==> src/rtl/core/kpe_pkg.sv <==
// Shared types, codes and microprogram for the keypad PIN entry core.
package kpe_pkg;

   localparam int MILLIS_PER_SECOND = 1000;
   localparam logic [15:0] CLEAR_HOLD_RESET = 16'(2 * MILLIS_PER_SECOND);
   localparam int PASSKEY_W = 27;
   localparam int STEP_W = 3;

   typedef enum logic [1:0] {
      OP_KEY   = 2'd0,
      OP_START = 2'd1,
      OP_END   = 2'd2,
      OP_READY = 2'd3
   } op_type;

   typedef enum logic [1:0] {
      KIND_DIGIT      = 2'd0,
      KIND_CONFIRM    = 2'd1,
      KIND_DELETE     = 2'd2,
      KIND_UNASSIGNED = 2'd3
   } kind_type;

   typedef enum logic [1:0] {
      MODE_DISABLED = 2'd0,
      MODE_IDLE     = 2'd1,
      MODE_ACTIVE   = 2'd2
   } mode_type;

   typedef struct packed {
      logic [1:0]  op;
      logic [1:0]  key_kind;
      logic [3:0]  digit_value;
      logic        delete_index;
      logic        pressed;
      logic [31:0] now_ms;
   } req_type;

   typedef struct packed {
      logic                 handled;
      logic                 passkey_valid;
      logic [PASSKEY_W-1:0] passkey;
      logic [3:0]           digit_count;
      logic                 key_dropped;
      logic [1:0]           mode_now;
   } rsp_type;

   typedef enum logic [2:0] {
      ACT_NONE,
      ACT_LOAD,
      ACT_APPLY,
      ACT_ACCUM,
      ACT_CONFIRM
   } act_type;

   typedef enum logic [2:0] {
      COND_NEXT,
      COND_ALWAYS,
      COND_NO_START,
      COND_CONFIRM,
      COND_MORE
   } cond_type;

   typedef struct packed {
      act_type           act;
      cond_type          cond;
      logic [STEP_W-1:0] target;
   } uword_type;

   typedef struct packed {
      logic start;
      logic confirm;
      logic more;
   } useq_flags_type;

   localparam logic [STEP_W-1:0] STEP_FETCH   = 3'd0;
   localparam logic [STEP_W-1:0] STEP_DECIDE  = 3'd1;
   localparam logic [STEP_W-1:0] STEP_APPLY   = 3'd2;
   localparam logic [STEP_W-1:0] STEP_WALK    = 3'd3;
   localparam logic [STEP_W-1:0] STEP_FINISH  = 3'd4;

   function automatic uword_type ucode_rom(input logic [STEP_W-1:0] addr);
      uword_type w;
      unique case (addr)
         STEP_FETCH:  w = '{act: ACT_LOAD,    cond: COND_NO_START, target: STEP_FETCH};
         STEP_DECIDE: w = '{act: ACT_NONE,    cond: COND_CONFIRM,  target: STEP_WALK};
         STEP_APPLY:  w = '{act: ACT_APPLY,   cond: COND_ALWAYS,   target: STEP_FETCH};
         STEP_WALK:   w = '{act: ACT_ACCUM,   cond: COND_MORE,     target: STEP_WALK};
         STEP_FINISH: w = '{act: ACT_CONFIRM, cond: COND_ALWAYS,   target: STEP_FETCH};
         default:     w = '{act: ACT_NONE,    cond: COND_ALWAYS,   target: STEP_FETCH};
      endcase
      return w;
   endfunction

endpackage

==> src/rtl/core/kpe_useq.sv <==
// Microprogram sequencer: step counter, control store and jump logic.
module kpe_useq (
   input  logic                       clock,
   input  logic                       reset,
   input  kpe_pkg::useq_flags_type    flags,
   output kpe_pkg::uword_type         uword,
   output logic                       busy
);
   import kpe_pkg::*;

   logic [STEP_W-1:0] step_ff;
   logic [STEP_W-1:0] step_in;
   logic              take;

   assign uword = ucode_rom(step_ff);
   assign busy  = (step_ff != STEP_FETCH);

   always_comb begin
      unique case (uword.cond)
         COND_NEXT:     take = 1'b0;
         COND_ALWAYS:   take = 1'b1;
         COND_NO_START: take = ~flags.start;
         COND_CONFIRM:  take = flags.confirm;
         COND_MORE:     take = flags.more;
         default:       take = 1'b1;
      endcase
      step_in = take ? uword.target : step_ff + STEP_W'(1);
   end

   always_ff @(posedge clock) begin
      if (reset) begin
         step_ff <= STEP_FETCH;
      end else begin
         step_ff <= step_in;
      end
   end

endmodule

==> src/rtl/core/kpe_datapath.sv <==
// Datapath: mode, digit buffer, delete timers, passkey accumulator and result register.
module kpe_datapath #(
   parameter int MAX_DIGITS    = 8,
   parameter int DIGIT_BASE    = 10,
   parameter int DEL_KEY_COUNT = 2
) (
   input  logic                       clock,
   input  logic                       reset,
   input  kpe_pkg::uword_type         uword,
   input  logic                       start,
   input  kpe_pkg::req_type           req,
   input  logic                       csr_we,
   input  logic [15:0]                csr_data,
   output kpe_pkg::useq_flags_type    flags,
   output logic                       rsp_strobe,
   output kpe_pkg::rsp_type           rsp
);
   import kpe_pkg::*;

   localparam int CNT_W = $clog2(MAX_DIGITS + 1);
   localparam int IDX_W = (MAX_DIGITS > 1) ? $clog2(MAX_DIGITS) : 1;
   localparam int DK_W  = (DEL_KEY_COUNT > 1) ? $clog2(DEL_KEY_COUNT) : 1;

   mode_type             mode_ff, mode_in;
   logic [CNT_W-1:0]     count_ff, count_in;
   logic [CNT_W-1:0]     walk_ff, walk_in;
   logic [PASSKEY_W-1:0] acc_ff, acc_in;
   logic [31:0]          press_time_ff [DEL_KEY_COUNT];
   logic [31:0]          press_time_in [DEL_KEY_COUNT];
   logic [3:0]           digits_ff [MAX_DIGITS];
   logic                 dig_we;
   logic [15:0]          clear_hold_ff;
   req_type              req_ff, req_in;
   logic                 rsp_strobe_ff, rsp_strobe_in;
   rsp_type              rsp_ff, rsp_in;
   logic                 del_ok;
   logic [DK_W-1:0]      del_idx;
   logic [31:0]          hold;
   logic [3:0]           walk_digit;

   assign del_ok     = ({2'b00, req_ff.delete_index} < 3'(DEL_KEY_COUNT));
   assign del_idx    = DK_W'(req_ff.delete_index);
   assign hold       = req_ff.now_ms - press_time_ff[del_idx];
   assign walk_digit = digits_ff[walk_ff[IDX_W-1:0]];

   assign flags.start   = start;
   assign flags.confirm = (mode_ff == MODE_ACTIVE) && (req_ff.op == OP_KEY)
                          && (req_ff.key_kind == KIND_CONFIRM) && req_ff.pressed;
   assign flags.more    = (walk_ff < count_ff);

   assign rsp_strobe = rsp_strobe_ff;
   assign rsp        = rsp_ff;

   always_comb begin
      mode_in       = mode_ff;
      count_in      = count_ff;
      walk_in       = walk_ff;
      acc_in        = acc_ff;
      press_time_in = press_time_ff;
      dig_we        = 1'b0;
      req_in        = req_ff;
      rsp_strobe_in = 1'b0;
      rsp_in        = rsp_ff;

      unique case (uword.act)
         ACT_LOAD: begin
            if (start) begin
               req_in  = req;
               acc_in  = '0;
               walk_in = '0;
            end
         end
         ACT_APPLY: begin
            rsp_in.handled       = 1'b0;
            rsp_in.key_dropped   = 1'b0;
            unique case (op_type'(req_ff.op))
               OP_START: begin
                  mode_in  = MODE_ACTIVE;
                  count_in = '0;
               end
               OP_END, OP_READY: begin
                  mode_in = MODE_IDLE;
               end
               OP_KEY: begin
                  if (mode_ff == MODE_ACTIVE) begin
                     rsp_in.handled = 1'b1;
                     unique case (kind_type'(req_ff.key_kind))
                        KIND_DIGIT: begin
                           if (req_ff.pressed
                               && ({1'b0, req_ff.digit_value} < 5'(DIGIT_BASE))) begin
                              if (count_ff < CNT_W'(MAX_DIGITS)) begin
                                 dig_we   = 1'b1;
                                 count_in = count_ff + CNT_W'(1);
                              end else begin
                                 rsp_in.key_dropped = 1'b1;
                              end
                           end
                        end
                        KIND_DELETE: begin
                           if (del_ok) begin
                              if (req_ff.pressed) begin
                                 if (count_ff != '0) begin
                                    count_in = count_ff - CNT_W'(1);
                                 end
                                 press_time_in[del_idx] = req_ff.now_ms;
                              end else begin
                                 if (hold > {16'b0, clear_hold_ff}) begin
                                    count_in = '0;
                                 end
                                 press_time_in[del_idx] = '0;
                              end
                           end
                        end
                        KIND_CONFIRM, KIND_UNASSIGNED: begin
                        end
                        default: begin
                        end
                     endcase
                  end
               end
               default: begin
               end
            endcase
            rsp_strobe_in        = 1'b1;
            rsp_in.passkey_valid = 1'b0;
            rsp_in.passkey       = '0;
            rsp_in.digit_count   = 4'(count_in);
            rsp_in.mode_now      = mode_in;
         end
         ACT_ACCUM: begin
            if (flags.more) begin
               acc_in  = PASSKEY_W'(acc_ff * PASSKEY_W'(DIGIT_BASE))
                         + PASSKEY_W'(walk_digit);
               walk_in = walk_ff + CNT_W'(1);
            end
         end
         ACT_CONFIRM: begin
            mode_in              = MODE_IDLE;
            rsp_strobe_in        = 1'b1;
            rsp_in.handled       = 1'b1;
            rsp_in.passkey_valid = 1'b1;
            rsp_in.passkey       = acc_ff;
            rsp_in.digit_count   = 4'(count_ff);
            rsp_in.key_dropped   = 1'b0;
            rsp_in.mode_now      = MODE_IDLE;
         end
         default: begin
         end
      endcase
   end

   always_ff @(posedge clock) begin
      if (reset) begin
         mode_ff       <= MODE_DISABLED;
         count_ff      <= '0;
         clear_hold_ff <= CLEAR_HOLD_RESET;
         rsp_strobe_ff <= 1'b0;
         for (int i = 0; i < DEL_KEY_COUNT; i++) begin
            press_time_ff[i] <= '0;
         end
      end else begin
         mode_ff       <= mode_in;
         count_ff      <= count_in;
         rsp_strobe_ff <= rsp_strobe_in;
         press_time_ff <= press_time_in;
         if (csr_we) begin
            clear_hold_ff <= csr_data;
         end
      end
      walk_ff <= walk_in;
      acc_ff  <= acc_in;
      req_ff  <= req_in;
      rsp_ff  <= rsp_in;
      if (dig_we) begin
         digits_ff[count_ff[IDX_W-1:0]] <= req_ff.digit_value;
      end
   end

endmodule

==> src/rtl/core/keypad_pin_entry_core.sv <==
// Top level of the keypad PIN entry core: microcode sequencer plus datapath.
// A transaction is taken when start is high and busy is low. Every transaction
// gives exactly one result, shown on rsp for one cycle with rsp_strobe high;
// the receiver cannot stall it. A transaction other than a confirm press in
// active mode passes through the decide and apply steps before the next
// acceptance. A confirm press walks the stored digits through the multiply-add
// step of the datapath, one digit per cycle, then passes through the finish
// step before the next acceptance. The clear-hold register is written over
// the csr channel while busy is low and no transaction is being started.
module keypad_pin_entry_core #(
   parameter int MAX_DIGITS    = 8,
   parameter int DIGIT_BASE    = 10,
   parameter int DEL_KEY_COUNT = 2
) (
   input  logic              clock,
   input  logic              reset,
   input  logic              start,
   output logic              busy,
   input  kpe_pkg::req_type  req,
   output logic              rsp_strobe,
   output kpe_pkg::rsp_type  rsp,
   input  logic              csr_valid,
   output logic              csr_ready,
   input  logic [15:0]       csr_data
);
   import kpe_pkg::*;

   uword_type      uword;
   useq_flags_type flags;

   assign csr_ready = ~busy & ~start;

   kpe_useq u_useq (
      .clock (clock),
      .reset (reset),
      .flags (flags),
      .uword (uword),
      .busy  (busy)
   );

   kpe_datapath #(
      .MAX_DIGITS    (MAX_DIGITS),
      .DIGIT_BASE    (DIGIT_BASE),
      .DEL_KEY_COUNT (DEL_KEY_COUNT)
   ) u_datapath (
      .clock      (clock),
      .reset      (reset),
      .uword      (uword),
      .start      (start & ~busy),
      .req        (req),
      .csr_we     (csr_valid & csr_ready),
      .csr_data   (csr_data),
      .flags      (flags),
      .rsp_strobe (rsp_strobe),
      .rsp        (rsp)
   );

endmodule

==> config.mk <==
export PLATFORM = sky130hd
export DESIGN_NAME = keypad_pin_entry_core
export DESIGN_NICKNAME = d
export VERILOG_FILES = /design/src/rtl/core/kpe_pkg.sv /design/src/rtl/core/kpe_useq.sv /design/src/rtl/core/kpe_datapath.sv /design/src/rtl/core/keypad_pin_entry_core.sv
export SDC_FILE = /design/constraint.sdc
export NUM_CORES = 1
export LEC_CHECK = 0
export BUFFER_PORTS_ARGS = -buffer_cell sky130_fd_sc_hd__buf_2
export CAP_MARGIN = 15
export CORE_ASPECT_RATIO = 2
export CORE_MARGIN = 2
export CORE_UTILIZATION = 59
export CTS_BUF_LIST = sky130_fd_sc_hd__clkbuf_2 sky130_fd_sc_hd__clkbuf_4 sky130_fd_sc_hd__clkbuf_8
export DETAILED_ROUTE_END_ITERATION = 8
export GPL_ROUTABILITY_DRIVEN = 0
export PLACE_DENSITY = 0.85
export SLEW_MARGIN = 20
export SYNTH_ARGS = -nofsm -noshare
export SYNTH_HDL_FRONTEND = slang
export SYNTH_SLANG_ARGS = --single-unit
==> constraint.sdc <==
create_clock -name clock -period 7.5 [get_ports clock]
set_input_delay 2.25 -clock clock [delete_from_list [all_inputs] [get_ports clock]]
set_output_delay 2.25 -clock clock [all_outputs]
set_load 0.01 [all_outputs]
==> summary.md, run 1 <==
| Metric | Value |
|---|---|
| Worst min path class | reg -> reg |
| Vias in the first global route | roughly 11000 |
| Area delta synth->final | 10.2% |
| Design Power | 5.39 mW |
| Sw Ratio | 0.404 |
| Worst setup margin | 2.45 ns |
| Peak supply drop | 0.273 mV |
| Status | finished clean |
| Nets@finish | 1656 |
| CTS clk-pin slew, worst paths | 0.06 ns |
| Static Leak | slightly below 6 nW |
| GRT Residual Overflow | 0 |
| Clk_lat worst skew | a little over 0.6 ns |
| Height of the die | 219 microns |
| I/O Buffers | 100 |
| Share of layout cells above drive strength 1 | 0.135 |
| EDFF count, synth | 141 |
| R2r startpoint | u_datapath.del_idx |
| Setup Skew | 0.0217 ns |
| DPL Wire Length | 24.6 mm |
| DP Area | 14300 sq um |
| Data required, critical path | 5.25 ns |
| Post-route ant nets | 0 |
| First-pass GRT wire length | 52.7 mm |
| Cts hold-fix bufs | 0 |
| DRC Markers | 0 |
| Hold Crit Depth | 2 |
| Critical path type | in -> out |
| CTS max path bufs | 3 |
| Startpoint Class | primary input |
| Postcts setup bufs | 0 |
| Synth Warn # | 0 |
| Most common cell after layout, fill and taps aside | nand2_1 |
| Vias/cell | 6.26 |
| Hold Path Sink | u_datapath.press_time_ff[12] |
| Pin count of the biggest net entering global routing | just over 90 |
| Hold Fails Final Rpt | 0 |
| FF-to-FF path depth | 18 |
| Worst reg2reg setup slack | approximately 2.5 ns |
| Pwr Density | 358 nW/um^2 |
| Sequential share of power | 0.324 |
| Setup_tns | 0 ns |
| Worst-margin pin slew | around 1.1 ns |
| Io pins | 101 |
| All-Layer GR Usage | 0.265 |
| Clk sink count | 234 |
| Final max-slew violation count | 0 |
| Starting DRT DRC Count | 784 |
| Worst reg2reg path endpoint | u_datapath.rsp[5] |
| RSZ-0062 raised after global routing | false |
| Clock share of power | 0.213 |
| Post-layout instance area | 15000 sq um |
| Num CTS Buffers | 31 |
| Ys flop type | edfxtp_1 |
| Mean Syn Cell Area | 9.65 sq um |
| Hold path start | u_datapath.press_time_ff[12] |
| DRT Wirelength | about 33 mm |
| NetSw | approximately 2.2 mW |
| Gate Count Post-Synth | 1415 |
| Slew headroom | 0.284 |
| Initial antenna violation count | 0 |
| MaxCap Viol Count | 0 |
| Core ar. | 22700 sq um |
| Max Fclk | 198 MHz |
| Cell Area, Synth | ~14000 sq um |
| Die area | 24500 sq um |
| #FFs+latches synth | 234 |
| CP arrival | 2.80 ns |
| PostCTS Resize Cnt | 0 |
| Internal Power | around 3.2 mW |
| Die X | 112 microns |
| Row count | 78 |
| Root Driver | clkbuf_8 |
| Sequential-to-total area share from yosys stat | 0.446 |
| Final hold slack | 0.453 ns |
| Post-Syn Nets | 1588 |
| DP Worst Slack | 2.40 ns |
| Final setup vio count | 0 |
| CP endpoint kind | output port |
| Crit share post-route | 0.674 |
| Commonest non-fill, non-tap cells in the layout | nand2_1, a21oi_1, edfxtp_1 |
| Tmin final | 5.05 ns |
| Antenna diode count | 0 |
| Combinational Power Share | 0.463 |
| H-Tree Level Count | 1 |
| Post-synth ARST share | 0 |
| TritonRoute pass-1 iters | 6 |
| Starting density of the core | 0.601 |
| Vias | between 10000 and 15000 |
| Post-synth cell types | 88 |
| CTS tree | built |
| WL/cell | 18.4 microns |
| Worst-path maximum fanout | 3 |
-- cell type report --
cell class                 count  area, sq um
clock buffer                  38          504
clock inverter                20          255
fill                        1792         7690
inverter                      58          218
multi-input combinational   1048         7050
sequential                   234         6100
tap                          280          350
timing repair buffer         110          576
-- metrics by stage --
stage / utilization / instances
after detailed placement: 0.628 / 1730
after CTS: 0.662 / 1788
after global placement: 0.628 / 1730
after floorplan: - / 1415
after global routing: 0.662 / 1788
final: 0.662 / 1788
-- registers in the layout, summed over array words and instances (netlist names), named ones only --
name and count:
u_datapath.rsp_strobe 1, u_datapath.rsp 36, u_datapath.digits_ff 32, u_datapath.clear_hold_ff 16
u_datapath.mode_ff 2, u_datapath.del_idx 1, u_datapath.acc_ff 27, u_datapath.count_ff 4
u_datapath.press_time_ff 64, u_datapath.walk_ff 4, u_datapath.req_ff 41, u_useq.step_ff 3
-- power groups by stage --
stage | sequential [mW] | clock (mW) | combinational [mW]
after floorplan | 1.70 | 0 | 1.92
after global placement | 1.76 | 0 | 2.35
after detailed placement | 1.77 | 0 | 2.45
after CTS | 1.74 | 1.16 | 2.46
after global routing | 1.76 | 1.21 | 2.75
final | 1.74 | 1.15 | 2.50
-- layer usage --
metal  vias up  global-route usage  wire length, microns  part of all wire
met5         -                   0                     0                 0
met4         0               0.170                  2140             0.065
li1       5323                   -                     -                 -
met1      5280               0.241                 10800              0.33
met3       159              0.0342                  1530             0.047
met2       436               0.535                 18400              0.56
-- worst max path at each step --
stage / start / to / slack, ns / depth (start not counted)
after detailed placement: start / csr_ready / 2.40 / 3
after global placement: start / csr_ready / 2.41 / 3
after global routing: u_datapath.del_idx / u_datapath.rsp[3] / 2.12 / 18
final: start / csr_ready / 2.45 / 3
after CTS: start / csr_ready / 2.39 / 3
after floorplan: start / u_datapath.acc_ff[0] / 0.67 / 4
-- worst max-delay path, cell delays in order --
cell and delay (ns):
buf_2 0.11, nor2_1 0.25, buf_2 0.19
-- cell usage after synthesis, types with 7 or more instances --
master / n / area share
o21ai_0: 44 / 0.016
a21o_1: 26 / 0.014
ha_1: 108 / 0.099
xor2_1: 23 / 0.015
and3_1: 32 / 0.015
a21oi_1: 142 / 0.052
o21ai_1: 11 / 0.0040
nand3b_1: 12 / 0.0066
or3_1: 14 / 0.0064
o21a_1: 12 / 0.0066
nor2_1: 84 / 0.023
clkbuf_1: 65 / 0.018
dfxtp_1: 93 / 0.14
nand2_1: 162 / 0.045
xnor2_1: 30 / 0.019
nor3_1: 34 / 0.012
nand2b_1: 13 / 0.0060
mux4_2: 8 / 0.013
nor4_1: 11 / 0.0050
a31oi_1: 7 / 0.0032
o211ai_1: 9 / 0.0049
edfxtp_1: 141 / 0.31
inv_1: 58 / 0.016
nand4_1: 17 / 0.0078
mux2_2: 7 / 0.0058
mux2i_1: 36 / 0.026
nor2b_1: 14 / 0.0064
nand3_1: 88 / 0.032
-- cell families after synthesis --
logic type | synth area share
muxes | 0.0453
xor gates and xnor gates | 0.0340
buffers and inverters | 0.0384
DFF | 0.446
AOI/OAI and AO/OA | 0.149
adders and majority gates | 0.103
and+or+nand+nor | 0.183
Power figures use the tool's default switching activity.
==> run 2, diff against run 1 <==
Settings changed: ABC_AREA set to 1, CORE_UTILIZATION 59 to 57, PLACE_DENSITY 0.85 to 0.86.
Clock period 7.5 ns to 4.3 ns, I/O delays scaled along.
==> summary.md, run 2 <==
| Metric | Value |
|---|---|
| Status | finished clean |
| FF-to-FF path depth | 32 |
| Height of the die | 228 microns |
| R2r startpoint | u_datapath.del_idx |
| TritonRoute pass-1 iters | 6 |
| Root Driver | clkbuf_8 |
| Vias/cell | about 5.6 |
| Cell Area, Synth | between 10000 and 15000 sq um |
| EDFF count, synth | around 140 |
| Row count | 82 |
| Max stage delay on crit path | roughly 0.45 ns |
| Most frequent cell after synthesis | nand2_1 |
| Area delta synth->final | 11.7% |
| Die area | 26500 sq um |
| I/O Buffers | 100 |
| Pin count of the biggest net entering global routing | 67 |
| Most Frequent Cell on Critical Path | nand2_1 |
| Synth area leaders | edfxtp_1, dfxtp_1, nand2_1 |
| Mean Syn Cell Area | around 8 sq um |
| Antenna diode count | 0 |
| Core ar. | 24900 sq um |
| Worst min path class | reg -> reg |
| Max Fclk | between 200 and 250 MHz |
| Sequential-to-total area share from yosys stat | 0.425 |
| Hold Path Sink | u_datapath.press_time_ff[29] |
| Cts hold-fix bufs | 0 |
| Critical Path Slowest Stage Cell | edfxtp_1 |
| Final max-slew violation count | 0 |
| Worst reg2reg path endpoint | u_datapath.rsp[5] |
| Hold Crit Depth | 2 |
| Clk_lat worst skew | about 0.62 ns |
| Synth Warn # | 0 |
| Io pins | 101 |
| DRC Markers | 0 |
| CP endpoint kind | flip-flop |
| Nets@finish | 2117 |
| Vias in the first global route | 13000 |
| Data required, critical path | 4.76 ns |
| Post-layout instance area | between 15000 and 20000 sq um |
| Commonest non-fill, non-tap cells in the layout | nand2_1, inv_1, nor2_1 |
| #FFs+latches synth | 234 |
| Hold path start | u_datapath.press_time_ff[29] |
| Share of layout cells above drive strength 1 | 0.124 |
| Postcts setup bufs | 0 |
| Critical path launch point | u_datapath.del_idx |
| Max FFs per register | 64 |
| CTS clk-pin slew, worst paths | 0.07 ns |
| Static Leak | about 7.3 nW |
| Top post-synthesis cells by count | nand2_1, inv_1, nor2_1, a21oi_1, edfxtp_1 |
| Post-route ant nets | 0 |
| Post-Syn Nets | 2003 |
| Post-synth ARST share | 0 |
| CP arrival | 4.46 ns |
| GRT Residual Overflow | 0 |
| DPL Wire Length | 29.8 mm |
| Clk sink count | around 230 |
| Critical path type | reg -> reg |
| All-Layer GR Usage | 0.297 |
| Starting density of the core | 0.575 |
| Peak supply drop | about 0.28 mV |
| Ys flop type | edfxtp_1 |
| Slew headroom | 0.301 |
| WL/cell | 17.0 microns |
| MaxCap Viol Count | 0 |
| Worst reg2reg setup slack | 0.29 ns |
| Top reg by flops | u_datapath.press_time_ff |
| Hold Fails Final Rpt | 0 |
| Most common cell after layout, fill and taps aside | nand2_1 |
| Synth area leader | edfxtp_1 |
| Vias | 12900 |
| Area share of the largest cell type after synthesis | 0.295 |
| DP Area | 15300 sq um |
| Gate Count Post-Synth | roughly 1800 |
| First-pass GRT wire length | roughly 61 mm |
| Die X | 116 microns |
| CTS tree | built |
| H-Tree Level Count | 1 |
| Design Power | 10.3 mW |
| Pwr Density | 644 nW/um^2 |
| Starting DRT DRC Count | 953 |
| Num CTS Buffers | 31 |
| Startpoint Class | flip-flop |
| Crit share post-route | 0.932 |
| Worst-margin pin slew | about 1.0 ns |
| Setup Skew | 0.0162 ns |
| Tmin final | approximately 4.0 ns |
| Worst-path maximum fanout | 9 |
| DRT Wirelength | 39.2 mm |
| CTS max path bufs | 3 |
| Initial antenna violation count | 0 |
| Final setup vio count | 0 |
| Post-synth cell types | 54 |
==> run 2: repair_timing <==
item                                    4_1_cts  5_1_grt
hold endpoints to repair                      0        0
resized for setup                             0       25
endpoints found under the setup margin        0        8
==> run 2: power breakdown <==
part	internal, mW	switching [mW]
combinational	1.72	3.69
clock	0.884	0.866
sequential	2.86	0.293
==> run 2: critical path: cells and delay by family, from the launching register on <==
kind,cells,cell delay (ns)
xor+xnor,1,0.20
mux,1,0.17
flops,1,0.45
buf+inv,3,0.26
simple gates,23,1.79
compound gates,2,0.29
fa+ha+maj,2,0.68
==> run 2: cell type report <==
type / count / area, sq um
fillers: 2102 / 8920
repair buffers: 120 / 654
well taps: 336 / 420
clock buffers: 39 / 493
multi-input cells: 1286 / 7180
clock inverters: 19 / 149
flip-flops and latches: 234 / 6100
inverters: 271 / 1020
==> run 2: metrics by stage <==
step	setup slack, ns	instances	hold WS, ns	util	setup TNS (ns)
after floorplan	0.541	1830	0.435	-	0
after global placement	0.435	2247	0.451	0.613	0
after detailed placement	0.333	2247	0.457	0.613	0
after CTS	0.312	2305	0.467	0.638	0
after global routing	-0.00334	2305	0.484	0.642	-0.00334
final	0.294	2305	0.466	0.642	0
==> run 2: logic make-up (layout without fill, tap and decap cells) <==
family | count (synthesis) | after routing | synth area share
AOI/OAI and AO/OA | 262 | 262 | 0.101
xor gates and xnor gates | 41 | 41 | 0.0277
adders and majority gates | 111 | 111 | 0.0985
buffers and inverters | 310 | 449 | 0.0818
DFF | 234 | 234 | 0.425
muxes | 32 | 32 | 0.0226
and+or+nand+nor | 840 | 840 | 0.244
==> run 2: worst max-delay path by stage <==
stage / end / slack, ns
finish: u_datapath.rsp[5] / 0.29
global route: u_datapath.rsp[5] / -0.003
CTS: u_datapath.rsp[5] / 0.31
detailed placement: u_datapath.rsp[5] / 0.33
global placement: u_datapath.rsp[4] / 0.44
floorplan: u_datapath.rsp[4] / 0.54
==> run 2: layer usage <==
layer  GRT usage  vias up  share of wire
met1       0.259     5858           0.31
met4       0.241        0          0.096
met2       0.568      589           0.54
met5           0        -              0
met3      0.0433      217          0.053
li1            -     6186              -
==> run 3, diff against run 2 <==
==> constraint.sdc (replaced) <==
create_clock -name clock -period 4.3 [get_ports clock]
set_input_delay 0.215 -clock clock [delete_from_list [all_inputs] [get_ports clock]]
set_output_delay 0.215 -clock clock [all_outputs]
set_load 0.01 [all_outputs]
==> summary.md, run 3 (same netlist as run 2, synthesis figures left out) <==
| Metric | Value |
|---|---|
| Num CTS Buffers | 31 |
| Nets@finish | 2178 |
| Worst reg2reg setup slack | 0.16 ns |
| Final core area utilization | 0.670 |
| Area delta synth->final | 16.6% |
| Startpoint Class | flip-flop |
| Share of layout cells above drive strength 1 | 0.121 |
| Data required, critical path | 4.77 ns |
| First-pass GRT wire length | 62.9 mm |
| Core ar. | 24900 sq um |
| Static Leak | 7.61 nW |
| Vias | around 13000 |
| Worst reg2reg path endpoint | u_datapath.rsp[3] |
| Setup_tns | 0 ns |
| Height of the die | 228 microns |
| Status | finished clean |
| Sequential share of power | 0.296 |
| Io pins | 101 |
| Starting density of the core | 0.575 |
| Most common cell after layout, fill and taps aside | nand2_1 |
| Starting DRT DRC Count | 1051 |
| Tmin final | just over 4 ns |
| Critical Path Slowest Stage Cell | ha_1 |
| Root Driver | clkbuf_8 |
| Placed Cells | roughly 2200 |
| DRC Markers | 0 |
| MaxCap Viol Count | 0 |
| DPL Wire Length | about 30 mm |
| H-Tree Level Count | 1 |
| Clock share of power | 0.190 |
| Max FFs per register | 64 |
| Commonest non-fill, non-tap cells in the layout | nand2_1, inv_1, nor2_1 |
| Vias/cell | about 5.6 |
| Slew headroom | 0.238 |
| Peak supply drop | 0.406 mV |
| Final max-slew violation count | 0 |
| Sw Ratio | 0.461 |
| Hold path start | start |
| Antenna diode count | 0 |
| FF-to-FF path depth | 30 |
| CP endpoint kind | flip-flop |
| CTS tree | built |
| Post-route insts no fill | 2366 |
| Vias in the first global route | 13100 |
| Most Frequent Cell on Critical Path | nand2_1 |
| Clk sink count | 234 |
| TritonRoute pass-1 iters | 6 |
| Post-route ant nets | 0 |
| DRT Wirelength | 40.1 mm |
| Clk_lat worst skew | approximately 0.64 ns |
| Pin count of the biggest net entering global routing | 67 |
| Pwr Density | 637 nW/um^2 |
| Hold Path Sink | u_datapath.req_ff[40] |
| All-Layer GR Usage | 0.306 |
| Die area | 26500 sq um |
| GRT Residual Overflow | 0 |
| Internal Power | 5.74 mW |
| Final setup vio count | 0 |
| Initial antenna violation count | 0 |
| CTS max path bufs | 3 |
| FILL cells | 2047 |
| CTS clk-pin slew, worst paths | around 0.080 ns |
| Combinational Power Share | 0.514 |
| Setup Skew | 0.0366 ns |
| Hold Fails Final Rpt | 0 |
| Row count | 82 |
| Max stage delay on crit path | 0.49 ns |
| Die X | between 100 and 150 microns |
| WL/cell | 16.9 microns |
| Critical path type | reg -> reg |
| Top reg by flops | u_datapath.press_time_ff |
| CP arrival | approximately 4.6 ns |
| NetSw | 4.91 mW |
| Worst-margin pin slew | 1.14 ns |
| I/O Buffers | 100 |
| Worst min path class | in -> reg |
| R2r startpoint | u_datapath.del_idx |
| Crit share post-route | 0.963 |
| Max Fclk | 242 MHz |
| Hold Crit Depth | 5 |
| Worst-path maximum fanout | 6 |
-- run 3: cell count changes in the layout (fill, tap and decap cells not counted), sizes merged, moves of 2 or more --
| cell | delta |
|---|---|
| clkinvlp | +4 |
| dlygate4sd3 | +58 |
| clkinv | -7 |
| buf | +3 |
| bufinv | +4 |
| clkbuf | -2 |
-- run 3: worst max-delay path by stage --
stage	start	slack, ns	cells after the start	end
after floorplan	u_datapath.del_idx	0.54	33	u_datapath.rsp[4]
after global placement	u_datapath.del_idx	0.44	26	u_datapath.rsp[4]
after detailed placement	u_datapath.del_idx	0.28	30	u_datapath.rsp[3]
after CTS	u_datapath.del_idx	0.24	30	u_datapath.rsp[3]
after global routing	u_datapath.del_idx	-0.01	30	u_datapath.rsp[3]
final	u_datapath.del_idx	0.16	30	u_datapath.rsp[3]
-- run 3: worst max-delay path: cells and delay by family, from the launching register on --
family                     cells  cell delay, ns
and+or+nand+nor               21            1.73
muxes                          1            0.15
xor gates and xnor gates       1            0.20
buffers and inverters          3            0.33
DFF                            1            0.46
AOI/OAI and AO/OA              2            0.30
adders and majority gates      2            0.78
-- run 3: repair_timing --
action,in CTS,in global routing
hold endpoints to repair,58,0
gates resized for setup,0,21
buffers inserted,0,3
hold buffers,58,0
setup endpoints to repair,0,8
-- run 3: through the flow --
step                area [sq um]  setup WS (ns)  power [mW]  hold WS [ns]
finish                     16700          0.160        10.6         0.232
global route               16700       -0.00985        11.4         0.253
CTS                        16600          0.242        10.5         0.216
floorplan                  14300          0.541        6.98         0.314
global placement           15300          0.443        8.21         0.392
detailed placement         15300          0.282        8.40         0.393
-- run 3: power groups by stage --
stage	Combinational, mW	Sequential (mW)	Clock (mW)
after CTS	5.31	3.14	2.05
after global routing	6.07	3.19	2.15
after floorplan	3.87	3.11	0
after detailed placement	5.21	3.19	0
final	5.47	3.15	2.02
after global placement	5.04	3.17	0
-- run 3: cell type report --
type | count | area, sq um | area share
flip-flops and latches | 234 | 6100 | 0.365
clock inverters | 21 | 268 | 0.0160
multi-input cells | 1286 | 7150 | 0.428
inverters | 271 | 1020 | 0.0609
repair buffers | 181 | 1270 | 0.0758
clock buffers | 37 | 490 | 0.0294
well taps | 336 | 420 | 0.0252
-- run 3: per-layer routing --
metal  up-vias  share of wire  GRT usage
met5         -              0          0
met1      5993           0.30      0.270
li1       6305              -          -
met2       582           0.54      0.562
met3       263          0.055     0.0550
met4         0           0.10      0.270
